[src/hdl/agfr_pkg.sv]
`timescale 1ns / 1ps
// Package for the audio gain fade ramp: field widths, payload structs, register
// indexes, opcodes and the request/response structs of the serial divider.
// No dependencies.
package agfr_pkg;

   localparam int SAMPLE_BITS    = 24;
   localparam int GAIN_FRAC_BITS = 32;
   localparam int GAIN_BITS      = GAIN_FRAC_BITS + 1;
   localparam int STEP_BITS      = GAIN_FRAC_BITS + 2;
   localparam int FRAME_BITS     = 32;
   localparam int MAX_CHANNELS   = 8;
   localparam int POS_BITS       = 3;
   localparam int CHAN_BITS      = 4;
   localparam int RATE_BITS      = 18;
   localparam int VOL_BITS       = 17;
   localparam int TGT_BITS       = 17;
   localparam int MS_BITS        = 16;

   localparam logic [VOL_BITS-1:0]  UNITY_Q16 = 17'd65536;
   localparam logic [GAIN_BITS-1:0] GAIN_ONE  = 33'h1_0000_0000;
   localparam int MS_PER_S = 1000;

   // Fade length: rate*ms/1000 = ((rate*ms) >> 3) / 125, with the division done as
   // a multiplication by ceil(2^38 / 125), which is exact for dividends below 2^31.
   localparam logic [31:0] FRAME_RECIP       = 32'h8312_6E98;
   localparam int          FRAME_RECIP_SHIFT = 38;

   // Shared multiplier operand widths.
   localparam int MUL_A_BITS = 24;
   localparam int MUL_B_BITS = 17;
   localparam int PROD_BITS  = MUL_A_BITS + MUL_B_BITS;

   // Serial divider: dividend and divisor widths, step counter width.
   localparam int DIV_WIDTH    = 34;
   localparam int DVS_WIDTH    = 32;
   localparam int DIV_CNT_BITS = 6;

   // Configuration port.
   localparam int CSR_IDX_BITS  = 3;
   localparam int CSR_DATA_BITS = 18;
   localparam logic [CSR_IDX_BITS-1:0] CSR_SAMPLE_RATE = 3'd0;
   localparam logic [CSR_IDX_BITS-1:0] CSR_CHANNELS    = 3'd1;
   localparam logic [CSR_IDX_BITS-1:0] CSR_MASTER_VOL  = 3'd2;
   localparam logic [CSR_IDX_BITS-1:0] CSR_MUTED       = 3'd3;
   localparam logic [CSR_IDX_BITS-1:0] CSR_PLAYING     = 3'd4;

   localparam logic OP_SAMPLE     = 1'b0;
   localparam logic OP_SET_TARGET = 1'b1;

   typedef struct packed {
      logic                          opcode;
      logic signed [SAMPLE_BITS-1:0] sample_in;
      logic [TGT_BITS-1:0]           target_gain;
      logic [MS_BITS-1:0]            fade_ms;
   } agfr_req_type;

   typedef struct packed {
      logic signed [SAMPLE_BITS-1:0] sample_out;
      logic                          frame_last;
      logic                          ramp_active;
   } agfr_rsp_type;

   typedef struct packed {
      logic                 start;
      logic [DIV_WIDTH-1:0] dividend;
      logic [DVS_WIDTH-1:0] divisor;
   } agfr_div_req_type;

   typedef struct packed {
      logic                 done;
      logic [DIV_WIDTH-1:0] quotient;
   } agfr_div_rsp_type;

endpackage

[src/hdl/agfr_div.sv]
`timescale 1ns / 1ps
// Restoring serial divider, one quotient bit per cycle, for the fade setup.
// Depends on agfr_pkg.
module agfr_div (
   input  logic                       clock,
   input  logic                       reset,
   input  agfr_pkg::agfr_div_req_type div_req,
   output agfr_pkg::agfr_div_rsp_type div_rsp
);
   import agfr_pkg::*;

   logic [DVS_WIDTH-1:0]    rem_ff, rem_in;
   logic [DIV_WIDTH-1:0]    quo_ff, quo_in;
   logic [DVS_WIDTH-1:0]    dvs_ff, dvs_in;
   logic [DIV_CNT_BITS-1:0] cnt_ff, cnt_in;
   logic                    done_ff, done_in;

   logic [DVS_WIDTH:0] shifted;
   logic [DVS_WIDTH:0] trial;
   logic               fits;

   always_comb begin
      shifted = {rem_ff, quo_ff[DIV_WIDTH-1]};
      trial   = shifted - {1'b0, dvs_ff};
      fits    = shifted >= {1'b0, dvs_ff};
      rem_in  = rem_ff;
      quo_in  = quo_ff;
      dvs_in  = dvs_ff;
      cnt_in  = cnt_ff;
      done_in = 1'b0;
      if (div_req.start) begin
         rem_in = '0;
         quo_in = div_req.dividend;
         dvs_in = div_req.divisor;
         cnt_in = DIV_CNT_BITS'(DIV_WIDTH);
      end else if (cnt_ff != '0) begin
         // The partial remainder stays below the divisor, so it fits its width.
         rem_in  = fits ? trial[DVS_WIDTH-1:0] : shifted[DVS_WIDTH-1:0];
         quo_in  = {quo_ff[DIV_WIDTH-2:0], fits};
         cnt_in  = cnt_ff - 1'b1;
         done_in = cnt_ff == DIV_CNT_BITS'(1);
      end
   end

   always_ff @(posedge clock) begin
      rem_ff <= rem_in;
      quo_ff <= quo_in;
      dvs_ff <= dvs_in;
      if (reset) begin
         cnt_ff  <= '0;
         done_ff <= 1'b0;
      end else begin
         cnt_ff  <= cnt_in;
         done_ff <= done_in;
      end
   end

   assign div_rsp.done     = done_ff;
   assign div_rsp.quotient = quo_ff;

endmodule

[src/hdl/audio_gain_fade_ramp.sv]
`timescale 1ns / 1ps
// Audio gain fade ramp: scales interleaved samples by master volume times a
// linearly fading gain, and sets new fade targets. Depends on agfr_pkg, agfr_div.
//
// Requests arrive on req_valid/req_ready with an agfr_req_type payload. A sample
// request gives one response on rsp_valid/rsp_ready; a set-target request gives
// none. Registers are written through csr_we/csr_index/csr_wdata, by the user
// only while idle; the block itself does not enforce this. A sample request is
// taken in the idle state; then one 24x17 multiplier forms master volume times
// gain in two partial products and the sample times that gain in two more, and
// the last step loads the response into the output register. For a set-target
// request with a fade, the fade length rate*ms/1000 comes from a reciprocal
// multiplication in four partial products on the same multiplier, and the
// per-frame step (gain difference / frames) from one 34-step pass through the
// serial divider. A set-target request with zero fade time takes effect in the
// idle state that accepts it. req_ready is high only while idle.
// A response waiting in the output register does not block the next request;
// if the receiver stalls, a following sample waits in its last step until the
// output register is free. Reset, synchronous and active high, loads the
// default registers, clears the gain state and empties the output register.
module audio_gain_fade_ramp (
   input  logic                                 clock,
   input  logic                                 reset,
   input  logic                                 req_valid,
   output logic                                 req_ready,
   input  agfr_pkg::agfr_req_type               req_data,
   output logic                                 rsp_valid,
   input  logic                                 rsp_ready,
   output agfr_pkg::agfr_rsp_type               rsp_data,
   input  logic                                 csr_we,
   input  logic [agfr_pkg::CSR_IDX_BITS-1:0]    csr_index,
   input  logic [agfr_pkg::CSR_DATA_BITS-1:0]   csr_wdata
);
   import agfr_pkg::*;

   localparam logic [3:0] ST_IDLE  = 4'd0;
   localparam logic [3:0] ST_FMUL  = 4'd1;
   localparam logic [3:0] ST_FLD   = 4'd2;
   localparam logic [3:0] ST_FR0   = 4'd3;
   localparam logic [3:0] ST_FR1   = 4'd4;
   localparam logic [3:0] ST_FR2   = 4'd5;
   localparam logic [3:0] ST_FR3   = 4'd6;
   localparam logic [3:0] ST_FR4   = 4'd7;
   localparam logic [3:0] ST_SWAIT = 4'd8;
   localparam logic [3:0] ST_G0    = 4'd9;
   localparam logic [3:0] ST_G1    = 4'd10;
   localparam logic [3:0] ST_G2    = 4'd11;
   localparam logic [3:0] ST_M0    = 4'd12;
   localparam logic [3:0] ST_M1    = 4'd13;
   localparam logic [3:0] ST_M2    = 4'd14;
   localparam logic [3:0] ST_OUT   = 4'd15;

   logic [3:0]             state_ff, state_in;
   logic [RATE_BITS-1:0]   rate_ff, rate_in;
   logic [CHAN_BITS-1:0]   chan_ff, chan_in;
   logic [VOL_BITS-1:0]    vol_ff, vol_in;
   logic                   muted_ff, muted_in;
   logic                   playing_ff, playing_in;

   logic [GAIN_BITS-1:0]   cur_ff, cur_in;
   logic [GAIN_BITS-1:0]   target_ff, target_in;
   logic [STEP_BITS-1:0]   step_ff, step_in;
   logic [FRAME_BITS-1:0]  frames_ff, frames_in;
   logic [POS_BITS-1:0]    pos_ff, pos_in;

   logic [GAIN_BITS-1:0]   newt_ff, newt_in;
   logic [MS_BITS-1:0]     ms_ff, ms_in;
   logic [FRAME_BITS-1:0]  newf_ff, newf_in;
   logic [30:0]            fnum_ff, fnum_in;
   logic [63:0]            facc_ff, facc_in;
   logic                   sneg_ff, sneg_in;
   logic [SAMPLE_BITS-1:0] mag_ff, mag_in;
   logic                   neg_ff, neg_in;
   logic [PROD_BITS-1:0]   prod_ff, prod_in;
   logic [PROD_BITS-1:0]   acc_ff, acc_in;
   logic [GAIN_BITS-1:0]   g_ff, g_in;
   logic [SAMPLE_BITS-1:0] y_ff, y_in;

   logic                   rsp_valid_ff, rsp_valid_in;
   agfr_rsp_type           rsp_data_ff, rsp_data_in;

   agfr_div_req_type       div_req;
   agfr_div_rsp_type       div_rsp;

   logic [MUL_A_BITS-1:0]  mul_a;
   logic [MUL_B_BITS-1:0]  mul_b;
   logic [VOL_BITS-1:0]    vol_eff;
   logic [TGT_BITS-1:0]    tgt_clamp;
   logic [GAIN_BITS-1:0]   tgt_q;
   logic [SAMPLE_BITS-1:0] s_raw;
   logic [48:0]            gsum;
   logic [56:0]            rsum;
   logic [24:0]            rmag;
   logic                   rsat;
   logic [63:0]            fsum;
   logic [FRAME_BITS-1:0]  frames_q;
   logic [STEP_BITS-1:0]   diff;
   logic [STEP_BITS-1:0]   diff_mag;
   logic [CHAN_BITS-1:0]   chans;
   logic [CHAN_BITS-1:0]   pos_plus;
   logic                   last;
   logic [FRAME_BITS-1:0]  frames_dec;
   logic [GAIN_BITS+1:0]   nxt;
   logic                   accept;
   logic                   out_free;

   agfr_div u_div (
      .clock   (clock),
      .reset   (reset),
      .div_req (div_req),
      .div_rsp (div_rsp)
   );

   assign req_ready = state_ff == ST_IDLE;
   assign accept    = req_valid && req_ready;
   assign out_free  = !rsp_valid_ff || rsp_ready;

   always_comb begin
      vol_eff = muted_ff ? '0 : ((vol_ff > UNITY_Q16) ? UNITY_Q16 : vol_ff);
      case (state_ff)
         ST_FMUL: begin
            mul_a = MUL_A_BITS'(rate_ff);
            mul_b = MUL_B_BITS'(ms_ff);
         end
         ST_FR0: begin
            mul_a = FRAME_RECIP[23:0];
            mul_b = fnum_ff[16:0];
         end
         ST_FR1: begin
            mul_a = FRAME_RECIP[23:0];
            mul_b = MUL_B_BITS'(fnum_ff[30:17]);
         end
         ST_FR2: begin
            mul_a = MUL_A_BITS'(FRAME_RECIP[31:24]);
            mul_b = fnum_ff[16:0];
         end
         ST_FR3: begin
            mul_a = MUL_A_BITS'(FRAME_RECIP[31:24]);
            mul_b = MUL_B_BITS'(fnum_ff[30:17]);
         end
         ST_G0: begin
            mul_a = MUL_A_BITS'(vol_eff);
            mul_b = cur_ff[16:0];
         end
         ST_G1: begin
            mul_a = MUL_A_BITS'(vol_eff);
            mul_b = MUL_B_BITS'(cur_ff[32:17]);
         end
         ST_M0: begin
            mul_a = mag_ff;
            mul_b = g_ff[16:0];
         end
         ST_M1: begin
            mul_a = mag_ff;
            mul_b = MUL_B_BITS'(g_ff[32:17]);
         end
         default: begin
            mul_a = '0;
            mul_b = '0;
         end
      endcase
   end

   always_comb begin
      tgt_clamp  = (req_data.target_gain > UNITY_Q16) ? UNITY_Q16 : req_data.target_gain;
      tgt_q      = {tgt_clamp, 16'd0};
      s_raw      = req_data.sample_in;
      gsum       = 49'(acc_ff[33:0]) + (49'(prod_ff[32:0]) << 17) + 49'd32768;
      rsum       = 57'(acc_ff) + (57'(prod_ff[39:0]) << 17) + (57'd1 << 31);
      rmag       = rsum[56:32];
      rsat       = rmag >= 25'h0800000;
      fsum       = facc_ff + (64'(prod_ff) << 41);
      // rate*ms/1000 stays below 2^25, so the frame count never saturates.
      frames_q   = (fsum[63:FRAME_RECIP_SHIFT] == '0) ? FRAME_BITS'(1)
                                                     : FRAME_BITS'(fsum[63:FRAME_RECIP_SHIFT]);
      diff       = {1'b0, newt_ff} - {1'b0, cur_ff};
      diff_mag   = diff[STEP_BITS-1] ? (~diff + 1'b1) : diff;
      chans      = (chan_ff == '0) ? CHAN_BITS'(1)
                 : ((chan_ff > CHAN_BITS'(MAX_CHANNELS)) ? CHAN_BITS'(MAX_CHANNELS) : chan_ff);
      pos_plus   = {1'b0, pos_ff} + 1'b1;
      last       = pos_plus >= chans;
      frames_dec = frames_ff - 1'b1;
      nxt        = {2'b00, cur_ff} + {step_ff[STEP_BITS-1], step_ff};
   end

   always_comb begin
      state_in     = state_ff;
      rate_in      = rate_ff;
      chan_in      = chan_ff;
      vol_in       = vol_ff;
      muted_in     = muted_ff;
      playing_in   = playing_ff;
      cur_in       = cur_ff;
      target_in    = target_ff;
      step_in      = step_ff;
      frames_in    = frames_ff;
      pos_in       = pos_ff;
      newt_in      = newt_ff;
      ms_in        = ms_ff;
      newf_in      = newf_ff;
      fnum_in      = fnum_ff;
      facc_in      = facc_ff;
      sneg_in      = sneg_ff;
      mag_in       = mag_ff;
      neg_in       = neg_ff;
      prod_in      = {{(PROD_BITS-MUL_A_BITS){1'b0}}, mul_a} *
                     {{(PROD_BITS-MUL_B_BITS){1'b0}}, mul_b};
      acc_in       = acc_ff;
      g_in         = g_ff;
      y_in         = y_ff;
      rsp_valid_in = rsp_valid_ff && !rsp_ready;
      rsp_data_in  = rsp_data_ff;
      div_req      = '0;

      if (csr_we) begin
         case (csr_index)
            CSR_SAMPLE_RATE: rate_in    = csr_wdata[RATE_BITS-1:0];
            CSR_CHANNELS:    chan_in    = csr_wdata[CHAN_BITS-1:0];
            CSR_MASTER_VOL:  vol_in     = csr_wdata[VOL_BITS-1:0];
            CSR_MUTED:       muted_in   = csr_wdata[0];
            CSR_PLAYING:     playing_in = csr_wdata[0];
            default: ;
         endcase
      end

      case (state_ff)
         ST_IDLE: begin
            if (accept) begin
               if (req_data.opcode == OP_SET_TARGET) begin
                  if (req_data.fade_ms == '0) begin
                     cur_in    = tgt_q;
                     target_in = tgt_q;
                     step_in   = '0;
                     frames_in = '0;
                  end else begin
                     newt_in  = tgt_q;
                     ms_in    = req_data.fade_ms;
                     state_in = ST_FMUL;
                  end
               end else begin
                  neg_in   = s_raw[SAMPLE_BITS-1];
                  mag_in   = s_raw[SAMPLE_BITS-1] ? (~s_raw + 1'b1) : s_raw;
                  state_in = ST_G0;
               end
            end
         end
         ST_FMUL: state_in = ST_FLD;
         ST_FLD: begin
            // 1000 = 8 * 125: the factor 8 goes by a shift, 125 by the reciprocal.
            fnum_in  = prod_ff[33:3];
            state_in = ST_FR0;
         end
         ST_FR0: state_in = ST_FR1;
         ST_FR1: begin
            facc_in  = 64'(prod_ff);
            state_in = ST_FR2;
         end
         ST_FR2: begin
            facc_in  = facc_ff + (64'(prod_ff) << 17);
            state_in = ST_FR3;
         end
         ST_FR3: begin
            facc_in  = facc_ff + (64'(prod_ff) << 24);
            state_in = ST_FR4;
         end
         ST_FR4: begin
            newf_in          = frames_q;
            sneg_in          = diff[STEP_BITS-1];
            div_req.start    = 1'b1;
            div_req.dividend = diff_mag;
            div_req.divisor  = frames_q;
            state_in         = ST_SWAIT;
         end
         ST_SWAIT: begin
            if (div_rsp.done) begin
               // Truncation toward zero keeps the ramp from overshooting.
               step_in   = sneg_ff ? (~div_rsp.quotient + 1'b1) : div_rsp.quotient;
               target_in = newt_ff;
               frames_in = newf_ff;
               state_in  = ST_IDLE;
            end
         end
         ST_G0: state_in = ST_G1;
         ST_G1: begin
            acc_in   = prod_ff;
            state_in = ST_G2;
         end
         ST_G2: begin
            g_in     = gsum[48:16];
            state_in = ST_M0;
         end
         ST_M0: state_in = ST_M1;
         ST_M1: begin
            acc_in   = prod_ff;
            state_in = ST_M2;
         end
         ST_M2: begin
            if (!neg_ff) begin
               y_in = rsat ? 24'h7FFFFF : rmag[SAMPLE_BITS-1:0];
            end else begin
               y_in = rsat ? 24'h800000 : (~rmag[SAMPLE_BITS-1:0] + 1'b1);
            end
            state_in = ST_OUT;
         end
         ST_OUT: begin
            if (out_free) begin
               if (last) begin
                  pos_in = '0;
                  if (playing_ff && frames_ff != '0) begin
                     frames_in = frames_dec;
                     if (frames_dec == '0) begin
                        cur_in = target_ff;
                     end else if (nxt[GAIN_BITS+1]) begin
                        cur_in = '0;
                     end else if (nxt[GAIN_BITS:0] > {1'b0, GAIN_ONE}) begin
                        cur_in = GAIN_ONE;
                     end else begin
                        cur_in = nxt[GAIN_BITS-1:0];
                     end
                  end
               end else begin
                  pos_in = pos_ff + 1'b1;
               end
               rsp_valid_in            = 1'b1;
               rsp_data_in.sample_out  = playing_ff ? y_ff : '0;
               rsp_data_in.frame_last  = last;
               rsp_data_in.ramp_active = frames_in != '0;
               state_in                = ST_IDLE;
            end
         end
         default: state_in = ST_IDLE;
      endcase
   end

   always_ff @(posedge clock) begin
      newt_ff     <= newt_in;
      ms_ff       <= ms_in;
      newf_ff     <= newf_in;
      fnum_ff     <= fnum_in;
      facc_ff     <= facc_in;
      sneg_ff     <= sneg_in;
      mag_ff      <= mag_in;
      neg_ff      <= neg_in;
      prod_ff     <= prod_in;
      acc_ff      <= acc_in;
      g_ff        <= g_in;
      y_ff        <= y_in;
      rsp_data_ff <= rsp_data_in;
      if (reset) begin
         state_ff     <= ST_IDLE;
         rate_ff      <= 18'd48000;
         chan_ff      <= 4'd2;
         vol_ff       <= UNITY_Q16;
         muted_ff     <= 1'b0;
         playing_ff   <= 1'b0;
         cur_ff       <= '0;
         target_ff    <= '0;
         step_ff      <= '0;
         frames_ff    <= '0;
         pos_ff       <= '0;
         rsp_valid_ff <= 1'b0;
      end else begin
         state_ff     <= state_in;
         rate_ff      <= rate_in;
         chan_ff      <= chan_in;
         vol_ff       <= vol_in;
         muted_ff     <= muted_in;
         playing_ff   <= playing_in;
         cur_ff       <= cur_in;
         target_ff    <= target_in;
         step_ff      <= step_in;
         frames_ff    <= frames_in;
         pos_ff       <= pos_in;
         rsp_valid_ff <= rsp_valid_in;
      end
   end

   assign rsp_valid = rsp_valid_ff;
   assign rsp_data  = rsp_data_ff;

endmodule

[config.mk]
export PLATFORM = sky130hd
export DESIGN_NAME = audio_gain_fade_ramp
export DESIGN_NICKNAME = d
export VERILOG_FILES = /design/src/hdl/agfr_pkg.sv /design/src/hdl/agfr_div.sv /design/src/hdl/audio_gain_fade_ramp.sv
export SDC_FILE = /design/constraint.sdc
export NUM_CORES = 2
export LEC_CHECK = 0
export ABC_AREA = 1
export BUFFER_PORTS_ARGS = -buffer_cell sky130_fd_sc_hd__buf_2
export CAP_MARGIN = 20
export CORE_MARGIN = 4
export CORE_UTILIZATION = 30
export DETAILED_ROUTE_END_ITERATION = 12
export REMOVE_ABC_BUFFERS = 1
export SYNTH_ARGS = -nofsm -noshare
export SYNTH_HDL_FRONTEND = slang
export SYNTH_SLANG_ARGS = --single-unit
[constraint.sdc]
create_clock -name clock -period 9.1 [get_ports clock]
set_clock_uncertainty 0.05 [all_clocks]
set_input_delay 0.455 -clock clock [delete_from_list [all_inputs] [get_ports clock]]
set_output_delay 0.455 -clock clock [all_outputs]
set_load 0.02 [all_outputs]
==> flow_metrics.env <==
export IMPL_run_status="complete, no violations"
export IMPL_ys_async_sr_fraction=0
export IMPL_grt_pass1_wl_mm=294.0
export IMPL_dr_pass1_iterations=6
export IMPL_synth_top_cell_area_share=0.1817
export IMPL_path_clk_slew_ns=0.06
export IMPL_setup_viol=0
export IMPL_required_ns=9.62
export IMPL_final_setup_worst_slack_ns=0.4755
export IMPL_power_static_leakage_uw=0.02893
export IMPL_max_slew_margin_rel=0.2439
export IMPL_worstPathArrival_ns=9.14
export IMPL_die_area_um2=189800
export IMPL_dp_final_hpwl_mm=155.7
export IMPL_timing_max_transition_violations_final=0
export IMPL_die_w_um=435.7
export IMPL_post_synth_instance_area_um2=54870
export IMPL_final_antenna_net_count=0
export IMPL_area_delta_synth_final_pct=11.51
export IMPL_cell_internal_pwr_uw=7404
export IMPL_via_count=50923
export IMPL_post_synth_top_count_cell="nand2_1"
export IMPL_pwr_share_comb=0.527
export IMPL_cell_count_after_synthesis=7556
export IMPL_synth_sequential_area_ratio=0.2711
export IMPL_worst_slew_pin_transition_ns=1.134
export IMPL_grtUsageTotal=0.1985
export IMPL_hold_violations=0
export IMPL_timing_setup_tns_ns=0
export IMPL_tritoncts_num_sinks=577
export IMPL_synth_main_ff_cell="edfxtp_1"
export IMPL_grt_overflow_total=0
export IMPL_synth_ff_latch_count=577
export IMPL_sequentialPowerShare=0.261
export IMPL_layout_min_cycle_time_ns=8.625
export IMPL_initial_utilization=0.3026
export IMPL_drtIter0Drc=4488
export IMPL_maximum_clock_frequency_mhz=115.9
export IMPL_pin_count_of_the_biggest_net_entering_global_routing=70
export IMPL_place_ws_ns=0.3650
export IMPL_swShare=0.4817
export IMPL_syn_mean_instance_area_um2=7.262
export IMPL_postCtsSetupBuffers=0
export IMPL_hold_ws_ns=0.04537
export IMPL_design_core_area_um2=181300
export IMPL_number_of_antenna_violations_at_the_first_check_in_global_routing=6
export IMPL_maximum_buffer_depth_of_the_clock_tree=3
export IMPL_ys_top_cells_by_area="edfxtp_1 (18%), fa_1 (13%), nand2_1 (13%)"
export IMPL_timing_worst_setup_path_type="flop to flop"
export IMPL_maxCapViolCount=0
export IMPL_place_congestion=0.9631
export IMPL_stdcell_count=10112
export IMPL_post_route_period_util=0.9478
export IMPL_worst_setup_path_start_kind="flop"
export IMPL_ios=112
export IMPL_power_frac_clock=0.212
export IMPL_power_net_switching_uw=6882
export IMPL_power_per_cell_area_nw_per_um2=233.5
export IMPL_clock_insertion_delay_worst_skew_ns=0.69
export IMPL_root_buffer="clkbuf_16"
export IMPL_worstSetupEndpointType="flop"
export IMPL_irDropWorstVdd_v=0.0001601
export IMPL_power_total_uw=14290
export IMPL_synth_warnings=0
export IMPL_detail_route_wirelength_mm=194.4
export IMPL_synthTopCellsByCount="nand2_1 (1828), inv_1 (1254), nor2_1 (826)"
export IMPL_routed_via_density=5.036
export IMPL_synth_edff_count=332
export IMPL_worstPathMaxFanout=14
export IMPL_avgRoutedWirePerCell_um=19.22
export IMPL_io_buffer_count=111
export IMPL_tritoncts_num_buffers=72
export IMPL_layout_nets=8472
export IMPL_cts_tree="yes"
export IMPL_post_synth_top_area_cell="edfxtp_1"
export IMPL_rsz_0062_raised_after_global_routing="false"
export IMPL_floorplan_row_count=156
export IMPL_numPlacedInstances=9941
export IMPL_post_route_cells_drive_above_1_share=0.06397
export IMPL_grt_pass1_vias=49614
export IMPL_drc_errors=0
export IMPL_min_path_type="input pin to flop"
export IMPL_floorplan_die_height_um=435.7
export IMPL_synth_cell_type_count=67
export IMPL_ctsHtreeMaxLevel=3
critical path: stages (launching register included):
cell and delay, ns:
dfxtp_1 0.37, inv_1 0.10, ha_1 0.19, inv_1 0.18, nor2_1 0.17, inv_1 0.35, o22ai_1 0.18, a221oi_1 0.46
and3_1 0.38, clkinv_1 0.49, nand2_1 0.24, fa_1 0.46, fa_1 0.54, fa_1 0.56, fa_1 0.58, fa_1 0.55
fa_1 0.55, inv_1 0.04, ha_1 0.39, nand2_1 0.10, nor2_1 0.29, inv_1 0.10, nor3_1 0.41, a21oi_1 0.19
o21ai_0 0.30, a21oi_1 0.13, xnor2_1 0.14
layout make-up:
class	instances	area (um^2)
Tap cell	2370	2965
Clock buffer	93	1952
Antenna cell	4	10.01
Multi-Input combinational cell	5495	34390
Fill cell	19258	120100
Inverter	1293	4857
Clock inverter	40	519.2
Sequential cell	577	14870
Timing Repair Buffer	240	1619
cell families (layout without fill, tap and decap cells):
kind of cell               count (synthesis)  after routing  share of synthesized area
DFF                                      577            577                     0.2711
adders and majority gates                709            709                     0.2093
xor gates and xnor gates                 266            266                    0.04246
buffers and inverters                   1484           1666                     0.1031
AOI/OAI and AO/OA                       1208           1208                     0.1234
and+or+nand+nor                         3312           3312                     0.2507
other                                      0              4                          0
registers in the layout, summed over array words and instances (netlist names), 6 cells and up:
| register | flops |
|---|---|
| cur_ff | 33 |
| newt_ff | 17 |
| prod_ff | 41 |
| rate_ff | 18 |
| u_div.rem_ff | 32 |
| facc_ff | 47 |
| rsp_data | 26 |
| target_ff | 17 |
| acc_ff | 26 |
| u_div.cnt_ff | 6 |
| mag_ff | 24 |
| ms_ff | 16 |
| step_ff | 34 |
| y_ff | 24 |
| vol_ff | 17 |
| frames_ff | 32 |
| u_div.dvs_ff | 26 |
| u_div.quo_ff | 34 |
| g_ff | 33 |
| newf_ff | 26 |
| fnum_ff | 31 |
final timing paths:
check | slack (ns) | to | startpoint | depth (start not counted)
max | 0.48 | prod_ff[30] | state_ff[1] | 26
min | 0.05 | newt_ff[27] | req_data[27] | 3
max reg2reg | 0.48 | prod_ff[30] | state_ff[1] | 26
min reg2reg | 0.41 | rate_ff[5] | rate_ff[5] | 2
per-stage QoR:
stage          area [um^2]    util
4_1_cts              61170  0.3373
6_report             61190  0.3374
3_5_place_dp         58360  0.3218
5_1_grt              61180  0.3374
3_3_place_gp         58330  0.3217
2_1_floorplan        54070       -
per-layer routing:
| layer | routed length, um | global-route usage | vias to the layer above | part of all wire |
|---|---|---|---|---|
| met3 | 11940 | 0.02927 | 379 | 0.061 |
| met5 | 43 | 0 | - | 0.00022 |
| met4 | 8820 | 0.08359 | 4 | 0.045 |
| met1 | 82750 | 0.2578 | 24392 | 0.43 |
| met2 | 90820 | 0.3291 | 1668 | 0.47 |
| li1 | - | - | 24480 | - |
power groups by stage:
| stage | clock [uW] | sequential, uW | combinational [uW] |
|---|---|---|---|
| floorplan | 0 | 3600 | 4950 |
| global placement | 0 | 3760 | 7370 |
| detailed placement | 0 | 3770 | 7410 |
| CTS | 3080 | 3720 | 7470 |
| global route | 3190 | 3750 | 8350 |
| finish | 3030 | 3730 | 7530 |
cells in the final DEF, fill, tap and decap left out, types with 245 or more instances in the layout:
cell type and count:
nor2_1 816, edfxtp_1 332, dfxtp_1 245, nand3_1 327, a21oi_1 477, o21ai_0 432
fa_1 348, inv_1 1252, ha_1 361, nand2_1 1827
repair_timing:
action                                  CTS  global route
resized for setup                         0             2
endpoints found under the setup margin    0             6
hold endpoints to repair                 48             0
hold buffers                             34             0
No activity file was read; power rests on OpenSTA's default activity.
